`src/rtl/core/nha_pkg.sv`:
```
// ----------------------------------------------------------------------------
// nha_pkg
// Shared widths, defaults and the degree factor table of the net half
// perimeter wirelength accumulator.
// ----------------------------------------------------------------------------
`default_nettype none

package nha_pkg;

  // item field widths
  localparam int CELL_XY_W   = 31;
  localparam int CELL_SIZE_W = 20;
  localparam int PIN_OFS_W   = 22;
  localparam int EXTENT_W    = 32;
  localparam int WL_W        = 33;
  localparam int WT_W        = 35;
  localparam int DEG_W       = 6;
  localparam int SUM_W       = 48;

  // position of one pin before clamping, half units
  localparam int RAW_W       = 33;

  // degree factors, q2.16
  localparam int FACTOR_W    = 18;
  localparam int FRAC_BITS   = 16;

  localparam logic [DEG_W-1:0] COUNT_MAX = {DEG_W{1'b1}};

  // parameter defaults
  localparam int DEF_FACTOR_ENTRIES = 51;
  localparam int DEF_COORD_BITS     = 33;
  localparam int DEF_TOTAL_BITS     = 48;

  function automatic logic [FACTOR_W-1:0] degree_factor(input logic [DEG_W-1:0] idx);
    logic [FACTOR_W-1:0] f;
    case (idx)
      6'd0:    f = 18'd0;
      6'd1:    f = 18'd65536;
      6'd2:    f = 18'd65536;
      6'd3:    f = 18'd65536;
      6'd4:    f = 18'd70962;
      6'd5:    f = 18'd75602;
      6'd6:    f = 18'd79993;
      6'd7:    f = 18'd84038;
      6'd8:    f = 18'd87720;
      6'd9:    f = 18'd91691;
      6'd10:   f = 18'd94979;
      6'd11:   f = 18'd98132;
      6'd12:   f = 18'd101286;
      6'd13:   f = 18'd104439;
      6'd14:   f = 18'd107593;
      6'd15:   f = 18'd110747;
      6'd16:   f = 18'd113402;
      6'd17:   f = 18'd116057;
      6'd18:   f = 18'd118713;
      6'd19:   f = 18'd121368;
      6'd20:   f = 18'd124023;
      6'd21:   f = 18'd126407;
      6'd22:   f = 18'd128790;
      6'd23:   f = 18'd131174;
      6'd24:   f = 18'd133557;
      6'd25:   f = 18'd135941;
      6'd26:   f = 18'd138026;
      6'd27:   f = 18'd140112;
      6'd28:   f = 18'd142198;
      6'd29:   f = 18'd144283;
      6'd30:   f = 18'd146369;
      6'd31:   f = 18'd148414;
      6'd32:   f = 18'd150460;
      6'd33:   f = 18'd152505;
      6'd34:   f = 18'd154550;
      6'd35:   f = 18'd156595;
      6'd36:   f = 18'd158510;
      6'd37:   f = 18'd160425;
      6'd38:   f = 18'd162340;
      6'd39:   f = 18'd164256;
      6'd40:   f = 18'd166171;
      6'd41:   f = 18'd167835;
      6'd42:   f = 18'd169499;
      6'd43:   f = 18'd171163;
      6'd44:   f = 18'd172827;
      6'd45:   f = 18'd174491;
      6'd46:   f = 18'd176206;
      6'd47:   f = 18'd177920;
      6'd48:   f = 18'd179635;
      6'd49:   f = 18'd181350;
      default: f = 18'd183064;
    endcase
    return f;
  endfunction

endpackage

`default_nettype wire

```
`src/rtl/core/nha_pin_if.sv`:
```
// ----------------------------------------------------------------------------
// nha_pin_if
// Valid/ready channel that carries one pin item.
// ----------------------------------------------------------------------------
`default_nettype none

interface nha_pin_if;
  logic                                       valid;
  logic                                       ready;
  logic signed [nha_pkg::CELL_XY_W-1:0]       cell_x;
  logic signed [nha_pkg::CELL_XY_W-1:0]       cell_y;
  logic        [nha_pkg::CELL_SIZE_W-1:0]     cell_width;
  logic        [nha_pkg::CELL_SIZE_W-1:0]     cell_height;
  logic signed [nha_pkg::PIN_OFS_W-1:0]       pin_dx;
  logic signed [nha_pkg::PIN_OFS_W-1:0]       pin_dy;
  logic                                       last_pin;
  logic                                       restart_totals;

  modport source (
    output valid, cell_x, cell_y, cell_width, cell_height, pin_dx, pin_dy,
           last_pin, restart_totals,
    input  ready
  );

  modport sink (
    input  valid, cell_x, cell_y, cell_width, cell_height, pin_dx, pin_dy,
           last_pin, restart_totals,
    output ready
  );
endinterface

`default_nettype wire

```
`src/rtl/core/nha_result_if.sv`:
```
// ----------------------------------------------------------------------------
// nha_result_if
// Valid/ready channel that carries one net result item.
// ----------------------------------------------------------------------------
`default_nettype none

interface nha_result_if;
  logic                            valid;
  logic                            ready;
  logic [nha_pkg::EXTENT_W-1:0]    box_width;
  logic [nha_pkg::EXTENT_W-1:0]    box_height;
  logic [nha_pkg::WL_W-1:0]        net_wirelength;
  logic [nha_pkg::WT_W-1:0]        net_weighted;
  logic [nha_pkg::DEG_W-1:0]       net_degree;
  logic [nha_pkg::SUM_W-1:0]       sum_wirelength;
  logic [nha_pkg::SUM_W-1:0]       sum_weighted;
  logic [nha_pkg::SUM_W-1:0]       sum_x_part;
  logic [nha_pkg::SUM_W-1:0]       sum_y_part;

  modport source (
    output valid, box_width, box_height, net_wirelength, net_weighted, net_degree,
           sum_wirelength, sum_weighted, sum_x_part, sum_y_part,
    input  ready
  );

  modport sink (
    input  valid, box_width, box_height, net_wirelength, net_weighted, net_degree,
           sum_wirelength, sum_weighted, sum_x_part, sum_y_part,
    output ready
  );
endinterface

`default_nettype wire

```
`src/rtl/core/net_hpwl_accumulator_core.sv`:
```
// ----------------------------------------------------------------------------
// net_hpwl_accumulator_core
// Streams the pins of one net at a time, grows the net's bounding box and
// gives width, height, pin count, half perimeter, degree-weighted half perimeter and
// saturating running totals on each last pin.
// ----------------------------------------------------------------------------
// One pin is taken every clock cycle while the result side keeps up; the
// figure is set by the bounding box register, which folds in one pin per
// cycle. A net's result passes through these registers once its last pin
// is accepted: pin position and clamp at the accepting edge, then box
// update, extent, half perimeter, degree factor multiply, and the running
// totals in the output register. Pins keep flowing while a result waits; a
// last pin stalls only while the pipeline behind the box is full.
// use_pin_offsets must be written through cfg_wen/cfg_wdata only while the
// block is idle, not enforced; coordinates are half units, factors q2.16.
// ----------------------------------------------------------------------------
`default_nettype none

module net_hpwl_accumulator_core #(
  parameter int FACTOR_ENTRIES = nha_pkg::DEF_FACTOR_ENTRIES,
  parameter int COORD_BITS     = nha_pkg::DEF_COORD_BITS,
  parameter int TOTAL_BITS     = nha_pkg::DEF_TOTAL_BITS
) (
  input  wire logic   clk,
  input  wire logic   rst,
  input  wire logic   cfg_wen,
  input  wire logic   cfg_wdata,
  nha_pin_if.sink     pin_in,
  nha_result_if.source result_out
);
  import nha_pkg::*;

  localparam int CW    = (COORD_BITS > RAW_W) ? COORD_BITS : RAW_W;
  localparam int EW    = (COORD_BITS + 1 > EXTENT_W + 2) ? COORD_BITS + 1 : EXTENT_W + 2;
  localparam int PROD_W = WL_W + FACTOR_W;
  localparam int ADD_W = (TOTAL_BITS > WT_W) ? TOTAL_BITS + 1 : WT_W + 1;

  localparam logic signed [COORD_BITS-1:0] COORD_HI = {1'b0, {(COORD_BITS-1){1'b1}}};
  localparam logic signed [COORD_BITS-1:0] COORD_LO = {1'b1, {(COORD_BITS-1){1'b0}}};
  localparam logic [DEG_W-1:0]             LAST_IDX = DEG_W'(FACTOR_ENTRIES - 1);
  localparam logic [TOTAL_BITS-1:0]        TOTAL_MAX = {TOTAL_BITS{1'b1}};

  typedef logic signed [COORD_BITS-1:0] coord_t;
  typedef logic [TOTAL_BITS-1:0]        total_t;

  function automatic logic [EXTENT_W-1:0] extent(input coord_t lo, input coord_t hi);
    logic signed [EW-1:0] d;
    logic [EXTENT_W-1:0]  r;
    d = EW'(hi) - EW'(lo);
    if (d[EW-1] || d == '0) begin
      r = '0;
    end else if (d[EW-1:EXTENT_W] != '0) begin
      r = '1;
    end else begin
      r = d[EXTENT_W-1:0];
    end
    return r;
  endfunction

  function automatic total_t sat_add(input total_t a, input logic [WT_W-1:0] b);
    logic [ADD_W-1:0] s;
    total_t           r;
    s = ADD_W'(a) + ADD_W'(b);
    if (s > ADD_W'(TOTAL_MAX)) begin
      r = TOTAL_MAX;
    end else begin
      r = s[TOTAL_BITS-1:0];
    end
    return r;
  endfunction

  function automatic coord_t clamp(input logic signed [RAW_W-1:0] v);
    logic signed [CW-1:0] e;
    coord_t               r;
    e = CW'(v);
    if (e > CW'(COORD_HI)) begin
      r = COORD_HI;
    end else if (e < CW'(COORD_LO)) begin
      r = COORD_LO;
    end else begin
      r = COORD_BITS'(e);
    end
    return r;
  endfunction

  // configuration
  logic use_pin_offsets;

  // pin stage
  logic   p_valid, p_last, p_restart;
  coord_t p_x, p_y;

  // box state
  coord_t           box_min_x, box_max_x, box_min_y, box_max_y;
  logic [DEG_W-1:0] pin_count;
  logic             restart_seen;

  // closed net stage
  logic             n_valid, n_restart;
  coord_t           n_min_x, n_max_x, n_min_y, n_max_y;
  logic [DEG_W-1:0] n_count;

  // extent stage
  logic                e_valid, e_restart;
  logic [EXTENT_W-1:0] e_w, e_h;
  logic [FACTOR_W-1:0] e_factor;
  logic [DEG_W-1:0]    e_count;

  // half perimeter stage
  logic                l_valid, l_restart;
  logic [EXTENT_W-1:0] l_w, l_h;
  logic [WL_W-1:0]     l_wl;
  logic [FACTOR_W-1:0] l_factor;
  logic [DEG_W-1:0]    l_count;

  // weighted stage
  logic                m_valid, m_restart;
  logic [EXTENT_W-1:0] m_w, m_h;
  logic [WL_W-1:0]     m_wl;
  logic [WT_W-1:0]     m_wt;
  logic [DEG_W-1:0]    m_count;

  // output register and totals
  logic                o_valid;
  logic [EXTENT_W-1:0] o_w, o_h;
  logic [WL_W-1:0]     o_wl;
  logic [WT_W-1:0]     o_wt;
  logic [DEG_W-1:0]    o_count;
  total_t              total_length, total_weighted_length, total_width, total_height;

  // flow control
  logic out_load, m_free, l_adv, l_free, e_adv, e_free, n_adv, n_free, p_adv, p_free;

  always_comb begin
    out_load = m_valid && (!o_valid || result_out.ready);
    m_free   = !m_valid || out_load;
    l_adv    = l_valid && m_free;
    l_free   = !l_valid || l_adv;
    e_adv    = e_valid && l_free;
    e_free   = !e_valid || e_adv;
    n_adv    = n_valid && e_free;
    n_free   = !n_valid || n_adv;
    p_adv    = p_valid && (!p_last || n_free);
    p_free   = !p_valid || p_adv;
  end

  assign pin_in.ready = p_free;

  // pin position in half units
  logic signed [RAW_W-1:0] x_raw, y_raw;
  logic                    pin_take;

  always_comb begin
    pin_take = pin_in.valid && p_free;
    if (use_pin_offsets) begin
      x_raw = RAW_W'($signed({pin_in.cell_x, 1'b0})) + RAW_W'(pin_in.pin_dx);
      y_raw = RAW_W'($signed({pin_in.cell_y, 1'b0})) + RAW_W'(pin_in.pin_dy);
    end else begin
      x_raw = RAW_W'($signed({pin_in.cell_x, 1'b0})) + RAW_W'($signed({1'b0, pin_in.cell_width}));
      y_raw = RAW_W'($signed({pin_in.cell_y, 1'b0})) + RAW_W'($signed({1'b0, pin_in.cell_height}));
    end
  end

  always_ff @(posedge clk) begin
    if (rst) begin
      use_pin_offsets <= 1'b0;
    end else if (cfg_wen) begin
      use_pin_offsets <= cfg_wdata;
    end
  end

  always_ff @(posedge clk) begin
    if (rst) begin
      p_valid <= 1'b0;
    end else if (p_free) begin
      p_valid <= pin_in.valid;
    end
    if (pin_take) begin
      p_x       <= clamp(x_raw);
      p_y       <= clamp(y_raw);
      p_last    <= pin_in.last_pin;
      p_restart <= pin_in.restart_totals;
    end
  end

  // bounding box update
  coord_t           min_x_next, max_x_next, min_y_next, max_y_next;
  logic [DEG_W-1:0] count_next;

  always_comb begin
    min_x_next = (p_x < box_min_x) ? p_x : box_min_x;
    max_x_next = (p_x > box_max_x) ? p_x : box_max_x;
    min_y_next = (p_y < box_min_y) ? p_y : box_min_y;
    max_y_next = (p_y > box_max_y) ? p_y : box_max_y;
    count_next = (pin_count < COUNT_MAX) ? pin_count + DEG_W'(1) : pin_count;
  end

  always_ff @(posedge clk) begin
    if (rst) begin
      box_min_x    <= COORD_HI;
      box_max_x    <= COORD_LO;
      box_min_y    <= COORD_HI;
      box_max_y    <= COORD_LO;
      pin_count    <= '0;
      restart_seen <= 1'b0;
    end else if (p_adv) begin
      if (p_last) begin
        box_min_x    <= COORD_HI;
        box_max_x    <= COORD_LO;
        box_min_y    <= COORD_HI;
        box_max_y    <= COORD_LO;
        pin_count    <= '0;
        restart_seen <= 1'b0;
      end else begin
        box_min_x    <= min_x_next;
        box_max_x    <= max_x_next;
        box_min_y    <= min_y_next;
        box_max_y    <= max_y_next;
        pin_count    <= count_next;
        restart_seen <= restart_seen || p_restart;
      end
    end
  end

  always_ff @(posedge clk) begin
    if (rst) begin
      n_valid <= 1'b0;
    end else if (n_free) begin
      n_valid <= p_adv && p_last;
    end
    if (n_free && p_adv && p_last) begin
      n_min_x   <= min_x_next;
      n_max_x   <= max_x_next;
      n_min_y   <= min_y_next;
      n_max_y   <= max_y_next;
      n_count   <= count_next;
      n_restart <= restart_seen || p_restart;
    end
  end

  // extents and degree factor
  logic [DEG_W-1:0] factor_idx;
  assign factor_idx = (n_count < LAST_IDX) ? n_count : LAST_IDX;

  always_ff @(posedge clk) begin
    if (rst) begin
      e_valid <= 1'b0;
    end else if (e_free) begin
      e_valid <= n_valid;
    end
    if (n_adv) begin
      e_w       <= extent(n_min_x, n_max_x);
      e_h       <= extent(n_min_y, n_max_y);
      e_factor  <= degree_factor(factor_idx);
      e_count   <= n_count;
      e_restart <= n_restart;
    end
  end

  // half perimeter
  always_ff @(posedge clk) begin
    if (rst) begin
      l_valid <= 1'b0;
    end else if (l_free) begin
      l_valid <= e_valid;
    end
    if (e_adv) begin
      l_w       <= e_w;
      l_h       <= e_h;
      l_wl      <= WL_W'(e_w) + WL_W'(e_h);
      l_factor  <= e_factor;
      l_count   <= e_count;
      l_restart <= e_restart;
    end
  end

  // degree weighting
  logic [PROD_W-1:0] prod;
  assign prod = PROD_W'(l_wl) * PROD_W'(l_factor);

  always_ff @(posedge clk) begin
    if (rst) begin
      m_valid <= 1'b0;
    end else if (m_free) begin
      m_valid <= l_valid;
    end
    if (l_adv) begin
      m_w       <= l_w;
      m_h       <= l_h;
      m_wl      <= l_wl;
      m_wt      <= prod[PROD_W-1:FRAC_BITS];
      m_count   <= l_count;
      m_restart <= l_restart;
    end
  end

  // running totals, cleared on restart before this net is added
  total_t base_length, base_weighted, base_width, base_height;

  always_comb begin
    base_length   = m_restart ? '0 : total_length;
    base_weighted = m_restart ? '0 : total_weighted_length;
    base_width    = m_restart ? '0 : total_width;
    base_height   = m_restart ? '0 : total_height;
  end

  always_ff @(posedge clk) begin
    if (rst) begin
      o_valid               <= 1'b0;
      total_length          <= '0;
      total_weighted_length <= '0;
      total_width           <= '0;
      total_height          <= '0;
    end else begin
      if (out_load) begin
        o_valid               <= 1'b1;
        total_length          <= sat_add(base_length, WT_W'(m_wl));
        total_weighted_length <= sat_add(base_weighted, m_wt);
        total_width           <= sat_add(base_width, WT_W'(m_w));
        total_height          <= sat_add(base_height, WT_W'(m_h));
      end else if (result_out.ready) begin
        o_valid <= 1'b0;
      end
    end
    if (out_load) begin
      o_w     <= m_w;
      o_h     <= m_h;
      o_wl    <= m_wl;
      o_wt    <= m_wt;
      o_count <= m_count;
    end
  end

  assign result_out.valid          = o_valid;
  assign result_out.box_width      = o_w;
  assign result_out.box_height     = o_h;
  assign result_out.net_wirelength = o_wl;
  assign result_out.net_weighted   = o_wt;
  assign result_out.net_degree     = o_count;
  assign result_out.sum_wirelength = SUM_W'(total_length);
  assign result_out.sum_weighted   = SUM_W'(total_weighted_length);
  assign result_out.sum_x_part     = SUM_W'(total_width);
  assign result_out.sum_y_part     = SUM_W'(total_height);

endmodule

`default_nettype wire

```
`src/flat_wrapper.sv`:
```
// flat-port wrapper written by rule: the top's interface ports become plain ports
module net_hpwl_accumulator_core_flat import nha_pkg::*;
#(
  parameter int FACTOR_ENTRIES = nha_pkg::DEF_FACTOR_ENTRIES,
  parameter int COORD_BITS     = nha_pkg::DEF_COORD_BITS,
  parameter int TOTAL_BITS     = nha_pkg::DEF_TOTAL_BITS
)
  (clk, rst, cfg_wen, cfg_wdata, pin_in_valid, pin_in_cell_x, pin_in_cell_y, pin_in_cell_width, pin_in_cell_height, pin_in_pin_dx, pin_in_pin_dy, pin_in_last_pin, pin_in_restart_totals, pin_in_ready, result_out_valid, result_out_box_width, result_out_box_height, result_out_net_wirelength, result_out_net_weighted, result_out_net_degree, result_out_sum_wirelength, result_out_sum_weighted, result_out_sum_x_part, result_out_sum_y_part, result_out_ready);
  nha_pin_if pin_in_i ();
  nha_result_if result_out_i ();
  input  wire logic clk;
  input  wire logic rst;
  input  wire logic cfg_wen;
  input  wire logic cfg_wdata;
  input wire logic [$bits(pin_in_i.valid)-1:0] pin_in_valid;
  input wire logic [$bits(pin_in_i.cell_x)-1:0] pin_in_cell_x;
  input wire logic [$bits(pin_in_i.cell_y)-1:0] pin_in_cell_y;
  input wire logic [$bits(pin_in_i.cell_width)-1:0] pin_in_cell_width;
  input wire logic [$bits(pin_in_i.cell_height)-1:0] pin_in_cell_height;
  input wire logic [$bits(pin_in_i.pin_dx)-1:0] pin_in_pin_dx;
  input wire logic [$bits(pin_in_i.pin_dy)-1:0] pin_in_pin_dy;
  input wire logic [$bits(pin_in_i.last_pin)-1:0] pin_in_last_pin;
  input wire logic [$bits(pin_in_i.restart_totals)-1:0] pin_in_restart_totals;
  output wire logic [$bits(pin_in_i.ready)-1:0] pin_in_ready;
  output wire logic [$bits(result_out_i.valid)-1:0] result_out_valid;
  output wire logic [$bits(result_out_i.box_width)-1:0] result_out_box_width;
  output wire logic [$bits(result_out_i.box_height)-1:0] result_out_box_height;
  output wire logic [$bits(result_out_i.net_wirelength)-1:0] result_out_net_wirelength;
  output wire logic [$bits(result_out_i.net_weighted)-1:0] result_out_net_weighted;
  output wire logic [$bits(result_out_i.net_degree)-1:0] result_out_net_degree;
  output wire logic [$bits(result_out_i.sum_wirelength)-1:0] result_out_sum_wirelength;
  output wire logic [$bits(result_out_i.sum_weighted)-1:0] result_out_sum_weighted;
  output wire logic [$bits(result_out_i.sum_x_part)-1:0] result_out_sum_x_part;
  output wire logic [$bits(result_out_i.sum_y_part)-1:0] result_out_sum_y_part;
  input wire logic [$bits(result_out_i.ready)-1:0] result_out_ready;
  assign pin_in_i.valid = pin_in_valid;
  assign pin_in_i.cell_x = pin_in_cell_x;
  assign pin_in_i.cell_y = pin_in_cell_y;
  assign pin_in_i.cell_width = pin_in_cell_width;
  assign pin_in_i.cell_height = pin_in_cell_height;
  assign pin_in_i.pin_dx = pin_in_pin_dx;
  assign pin_in_i.pin_dy = pin_in_pin_dy;
  assign pin_in_i.last_pin = pin_in_last_pin;
  assign pin_in_i.restart_totals = pin_in_restart_totals;
  assign pin_in_ready = pin_in_i.ready;
  assign result_out_valid = result_out_i.valid;
  assign result_out_box_width = result_out_i.box_width;
  assign result_out_box_height = result_out_i.box_height;
  assign result_out_net_wirelength = result_out_i.net_wirelength;
  assign result_out_net_weighted = result_out_i.net_weighted;
  assign result_out_net_degree = result_out_i.net_degree;
  assign result_out_sum_wirelength = result_out_i.sum_wirelength;
  assign result_out_sum_weighted = result_out_i.sum_weighted;
  assign result_out_sum_x_part = result_out_i.sum_x_part;
  assign result_out_sum_y_part = result_out_i.sum_y_part;
  assign result_out_i.ready = result_out_ready;
  net_hpwl_accumulator_core #(.FACTOR_ENTRIES(FACTOR_ENTRIES), .COORD_BITS(COORD_BITS), .TOTAL_BITS(TOTAL_BITS)) u_core (.clk(clk), .rst(rst), .cfg_wen(cfg_wen), .cfg_wdata(cfg_wdata), .pin_in(pin_in_i), .result_out(result_out_i));
endmodule
```
`config.mk`:
```
export PLATFORM = sky130hd
export DESIGN_NAME = net_hpwl_accumulator_core_flat
export DESIGN_NICKNAME = d
export VERILOG_FILES = /design/src/rtl/core/nha_pkg.sv /design/src/rtl/core/nha_pin_if.sv /design/src/rtl/core/nha_result_if.sv /design/src/rtl/core/net_hpwl_accumulator_core.sv /design/src/flat_wrapper.sv
export SDC_FILE = /design/constraint.sdc
export NUM_CORES = 2
export LEC_CHECK = 0
export BUFFER_PORTS_ARGS = -buffer_cell sky130_fd_sc_hd__buf_2
export CAP_MARGIN = 20
export CORE_MARGIN = 3
export CORE_UTILIZATION = 30
export DETAILED_ROUTE_END_ITERATION = 10
export SLEW_MARGIN = 10
export SYNTH_ARGS = -nofsm -noshare
export SYNTH_HDL_FRONTEND = slang
export SYNTH_SLANG_ARGS = --single-unit
export TNS_END_PERCENT = 100
```
`constraint.sdc`:
```
create_clock -name clk -period 14.3 [get_ports clk]
set_clock_uncertainty 0.05 [all_clocks]
set_input_delay 0.715 -clock clk [delete_from_list [all_inputs] [get_ports clk]]
set_output_delay 0.715 -clock clk [all_outputs]
set_load 0.02 [all_outputs]
```
Word level (Yosys, flattened, before mapping):

Memories as Yosys holds them, arrays and structs flattened. A register that Yosys moved wholly into a read port is not among the register bits.
Index checks and enable logic that the tools add are counted.

* word-level logic and storage cells: 135
* input port bits: 154
* memories kept: 1
* memory bits (read-only): 1152
* register bits: 1015

* magnitude comparators: 14
* multipliers: 1
* reductions and logical operators: 31
* add/sub/neg operators: 12
* multiplexer cells: 28

Memory list
* (name not given): words 64, width 18, rd ports 1, clocked after memory_dff 1, write ports 0, RTL line nha_pkg.sv:36 `case (idx)`

Operators with widths (count)
* 2-to-1 mux 33 bit: 12
* 2-to-1 mux 48 bit: 8
* > comparator 49 x 48 -> 1 bit (second input constant): 4
* adder 48 x 32 -> 49 bit: 2
* logical NOT 34 bit: 2
* subtractor 33 x 33 -> 34 bit: 2
* adder 32 x 21 -> 33 bit: 2
* adder 32 x 22 -> 33 bit: 2
* > comparator 33 bit: 2
* > comparator 33 bit (second input constant): 2
* < comparator 33 bit: 2
* < comparator 33 bit (second input constant): 2
* 2-to-1 mux 32 bit: 2
* multiplier 33 x 18 -> 51 bit: 1
* adder 48 x 33 -> 49 bit: 1
* adder 48 x 35 -> 49 bit: 1
* adder 32 x 32 -> 33 bit: 1
* 2-to-1 mux 6 bit: 3
* < comparator 6 bit (second input constant): 2
* logical OR 1 bit: 10
* logical AND 1 bit: 9
* logical NOT 1 bit: 7
* adder 6 x 1 -> 6 bit (second input constant): 1
* nonzero test 2 bit: 3
* 2-to-1 mux 1 bit: 3

Longest topological paths before layout:

* depth after elaboration: 14
* depth in mapped cells: 26
* depth with buffers taken out: 25

Worst setup path after synthesis:

OpenSTA, ideal clock, no wires.

* path kind: input to register
* from: in result_out_ready
* to: reg u_core.m_count[0] (enable)
* data required time: 13.400 ns
* path slack: 2.573 ns
* data arrival time: 10.827 ns
* stages on the path: 2
* buffers on the path: 0
* setup time: 0.850 ns
* path through: nor2b_1 -> a21boi_0

* cells in the longest elaborated chain, start to end: 4

RTL lines
* from (decl): RTL line flat_wrapper.sv:35 `input wire logic [$bits(result_out_i.ready)-1:0] result_out_ready;`
* logical OR 1 bit: RTL line net_hpwl_accumulator_core.sv:135 `out_load = m_valid && (!o_valid || result_out.ready);`
* logical AND 1 bit: RTL line net_hpwl_accumulator_core.sv:135
* logical OR 1 bit: RTL line net_hpwl_accumulator_core.sv:136 `m_free = !m_valid || out_load;`
* logical AND 1 bit: RTL line net_hpwl_accumulator_core.sv:137 `l_adv = l_valid && m_free;`
* net u_core.l_adv: RTL line net_hpwl_accumulator_core.sv:132 `logic out_load, m_free, l_adv, l_free, e_adv, e_free, n_adv, n_free, p_adv, p_free;`
* to (signal assigned): RTL line net_hpwl_accumulator_core.sv:292 `m_count <= l_count;`
* to (decl): RTL line net_hpwl_accumulator_core.sv:121 `logic [DEG_W-1:0] m_count;`

The timed path passes the listed nets, and every way through them passes these cells.
A chain may end at the register's enable or synchronous reset.

Worst setup path in the final report:

* from: reg u_core.l_factor[16]
* to: reg u_core.m_wt[28] (data pin)

* cells in the longest elaborated chain, start to end: 1

RTL lines
* from (decl): RTL line net_hpwl_accumulator_core.sv:113 `logic [FACTOR_W-1:0] l_factor;`
* from (signal assigned): RTL line net_hpwl_accumulator_core.sv:271 `l_factor <= e_factor;`
* multiplier 33 x 18 -> 51 bit: RTL line net_hpwl_accumulator_core.sv:279 `assign prod = PROD_W'(l_wl) * PROD_W'(l_factor);`
* net u_core.prod[44]: RTL line net_hpwl_accumulator_core.sv:278 `logic [PROD_W-1:0] prod;`
* to (signal assigned): RTL line net_hpwl_accumulator_core.sv:291 `m_wt <= prod[PROD_W-1:FRAC_BITS];`
* to (decl): RTL line net_hpwl_accumulator_core.sv:120 `logic [WT_W-1:0] m_wt;`

The timed path passes the listed nets, and every way through them passes these cells.

==> run summary <==
count of buffers from port buffering = 485
number of I/O pins = 486
DR DRC count = 0
xor and xnor area share after synthesis = 0.0350
final worst-path cycle share = 0.565
Setup TNS Final = 0 ps
synthesized net count = 8312
headroom to the max-slew limit = 0.240
setup repair after global routing missed its margin = no
fraction of final layout cells with drive strength greater than 1 = 0.133
Inserted Clock Buffers = 115
CTS Root Cell = sky130_fd_sc_hd__clkbuf_16
unique cell type count in the Yosys netlist = 101
final routed wire length divided by cell count = 19.9 µm
gpl congestion = 0.887
Placeable Area = 241000 µm²
area fraction in compound gates after synthesis = 0.141
H-Tree Level Count = 3
combinational cell fraction of total power = 0.239
adder-cell area share of the yosys netlist = 0.234
number of instances on the worst hold path = 1
total of flip-flops plus latches after synthesis = 1033
clock latency on the worst-skew pair = 800 ps
Maximum Capacitance Violations = 0
Worst Tran Pin Value = 1140 ps
startpoint of the worst register-to-register path = u_core.l_factor[16]
Critical Path Start Type = flop
CTS Buffer Depth = 3
result of the run = completed
worst hold endpoint = u_core.p_restart
clk sink count = 1033
Setup Buffers After CTS = 0
Power Density = 107 nW/µm²
Final Hold Vio Count = 0
First-pass DRT Iterations = 5
Die Footprint = 249000 µm²
sequential cell area fraction in the yosys report = 0.379
combinational family with the most area after synthesis = adder cells
Critical Path AT = 8530 ps
clock-pin slew of the registers on the worst-case setup and hold paths = 60 ps
register-to-register setup slack = 6220 ps
fraction of power spent switching nets = 0.298
Setup-failing EPs final = 0
leading cell type in the layout, fill and taps excluded = sky130_fd_sc_hd__inv_1
top post-synthesis cells by area = sky130_fd_sc_hd__edfxtp_1 (29%), sky130_fd_sc_hd__fa_1 (14%), sky130_fd_sc_hd__ha_1 (9.6%)
fmax = 0.124 GHz
type of the most critical hold path = in2reg
leakage power total = 36.5 nW
Required @ worst endpoint = 14750 ps
wire length of the first global-routing pass = 327000 µm
share of synthesized registers carrying an async set or reset = 0
via count = 53600
switching power = 0.00264 W
cell internal power dissipation = 0.00622 W
commonest cells after routing, fill and taps aside = sky130_fd_sc_hd__inv_1 (824), sky130_fd_sc_hd__edfxtp_1 (695), sky130_fd_sc_hd__nand2_1 (612), sky130_fd_sc_hd__ha_1 (557), sky130_fd_sc_hd__fa_1 (503)
r2r endpoint = u_core.m_wt[28]
Mapped Avg Cell Area = 10.3 µm²
number of enable flip-flop cells after synthesis = 695
number of vias per cell = 4.97
PnR worst setup slack = 6220 ps
ANT nets after route = 0
filler cell count in the final layout = 24100
type of the worst setup path = reg2reg
total gr overflow = 0
time the worst path needs with I/O delays and setup = 8080 ps
combined global-route utilization of all metal layers = 0.168
Clock power frac = 0.368
TritonCTS clock tree = done
number of cell rows = 180
Post-Syn Area = 72900 µm²
maximum VDD drop = 0.115 mV
worst setup slack before clock tree synthesis = 6230 ps
hold_sp = pin_in_restart_totals
reg2reg path depth = 21
largest driver fanout on the critical path = 33
sequential power share = 0.393
area share of the leading cell type in the synthesized netlist = 0.286
maximum number of pins on one net before global-route repair = 143
nets = 8694
overall routed net length = 214000 µm
synthesis-to-layout area growth = 14.0%
commonest register cell after synthesis = sky130_fd_sc_hd__edfxtp_1
via count of the first global-routing pass = 53700
total of warnings raised by yosys = 0
post-synthesis cell type with the largest combined area = sky130_fd_sc_hd__edfxtp_1
mux contribution to synthesized area = 0.0334
chip height = 499 µm
Iter 0 DRT Violations = 3709
detailed placement HPWL = 164000 µm
number of antenna violations at the first check in global routing = 2
Initial Utilization = 0.302
post-synthesis share of cell area spent on and, or, nand and nor gates = 0.119
Syn Inst Count = 7098
overall die width = 499 µm
count of final max-slew check failures = 0
nature of the critical path endpoint = flop
## flip-flops by register name, indices dropped and copies added, names as in the netlist, 33 cells and up
name	count
u_core.n_max_y	33
u_core.result_out.net_wirelength	33
u_core.box_max_x	33
u_core.result_out.sum_weighted	48
u_core.result_out.sum_x_part	48
u_core.box_min_y	33
u_core.n_min_x	33
u_core.l_wl	33
u_core.p_y	33
u_core.result_out.sum_wirelength	48
u_core.box_max_y	33
u_core.result_out.net_weighted	35
u_core.p_x	33
u_core.n_min_y	33
u_core.result_out.sum_y_part	48
u_core.box_min_x	33
u_core.m_wt	35
u_core.m_wl	33
u_core.n_max_x	33
## metal layers
metal  wire length (µm)  vias up  GRT usage
li1                   -    25400          -
met1              93300    26100      0.220
met2              98300     1672      0.274
met3              12000      347     0.0238
met4              10700        0     0.0786
met5                  0        -          0
## kinds of logic (layout without fill, tap and decap cells)
| family | count (synthesis) | count (layout) |
|---|---|---|
| AO/OA/AOI/OAI | 1591 | 1591 |
| XOR/XNOR | 291 | 291 |
| adder cells (fa/ha/maj) | 1060 | 1060 |
| buffers and inverters | 1126 | 1611 |
| flip-flops | 1033 | 1033 |
| multiplexers | 218 | 218 |
| other | 0 | 1 |
| AND/OR/NAND/NOR | 1779 | 1779 |
## per-stage QoR
step                 util  power [W]  cells  cell area [µm²]  hold slack (ps)
finish              0.344    0.00886  10800            83100             82.5
global route        0.344    0.00938  10800            83100             31.4
CTS                 0.344    0.00897  10800            83100             3.17
detailed placement  0.327    0.00565  10500            78900              355
global placement    0.327    0.00561  10500            78800              351
floorplan               -    0.00510   7098            72900              350
## Yosys cell counts (all sizes together) (15+ instances only)
master and number:
a41oi 15, a31oi 144, o21ai 286, nor2 313, clkbuf 263, o31ai 23
a211oi 33, xnor2 180, nand3 85, a22o 69, inv 825, o21a 52
buf 35, mux2 175, nand2 614, nand2b 37, nor3 112, nor2b 192
edfxtp 695, o21bai 38, ha 557, and3 52, nand4 63, xor2 111
o211ai 24, fa 503, and2 241, a21oi 471, o22ai 57, a21o 238
dfxtp 338, mux2i 40
## area by class of cell
cell class,count,area (µm²),share of cell area
Multi-Input combinational cell,4939,41100,0.495
Sequential cell,1033,27600,0.333
Tap cell,3185,3990,0.0480
Inverter,828,3120,0.0375
Timing Repair Buffer,563,3060,0.0368
Clock buffer,144,3040,0.0365
Clock inverter,76,1130,0.0136
Antenna cell,1,2.50,0.0000301
## worst max-delay path: stages (launching register included)
cell and delay (ps):
sky130_fd_sc_hd__edfxtp_1 1100, sky130_fd_sc_hd__and2_1 270, sky130_fd_sc_hd__fa_1 450, sky130_fd_sc_hd__fa_1 540
sky130_fd_sc_hd__fa_1 540, sky130_fd_sc_hd__fa_1 520, sky130_fd_sc_hd__fa_1 550, sky130_fd_sc_hd__inv_1 60
sky130_fd_sc_hd__fa_1 530, sky130_fd_sc_hd__inv_1 40, sky130_fd_sc_hd__ha_1 340, sky130_fd_sc_hd__a21oi_1 160
sky130_fd_sc_hd__o21ai_0 140, sky130_fd_sc_hd__or4_1 480, sky130_fd_sc_hd__o211a_1 280, sky130_fd_sc_hd__a21oi_1 410
sky130_fd_sc_hd__o21ai_1 170, sky130_fd_sc_hd__o21a_1 230, sky130_fd_sc_hd__or4_1 430, sky130_fd_sc_hd__a31oi_1 280
sky130_fd_sc_hd__o21ai_1 120, sky130_fd_sc_hd__xor2_1 150
## repair_timing
| item | in CTS | in global routing |
|---|---|---|
| endpoints found under the hold margin | 1 | 0 |
| hold buffers | 1 | 0 |
| gates resized for setup | 0 | 0 |
## power groups by stage
stage                     clock network, W  registers [W]  logic [W]
after global placement                   0        0.00355    0.00207
after floorplan                          0        0.00351    0.00158
after global routing               0.00348        0.00350    0.00241
after detailed placement                 0        0.00355    0.00210
final                              0.00326        0.00349    0.00212
after CTS                          0.00336        0.00348    0.00212
## how the worst max path moves through the flow
stage | slack, ps | start | depth (start not counted) | to
6_report | 6220 | u_core.l_factor[16] | 21 | u_core.m_wt[28]
5_1_grt | 5830 | u_core.l_factor[16] | 21 | u_core.m_wt[28]
4_1_cts | 6220 | u_core.l_factor[16] | 21 | u_core.m_wt[28]
3_5_place_dp | 6230 | u_core.l_factor[16] | 21 | u_core.m_wt[28]
3_3_place_gp | 6120 | u_core.l_factor[12] | 22 | u_core.m_wt[28]
2_1_floorplan | 2570 | result_out_ready | 2 | u_core.m_count[0]
No activity file was read; power rests on OpenSTA's default activity.
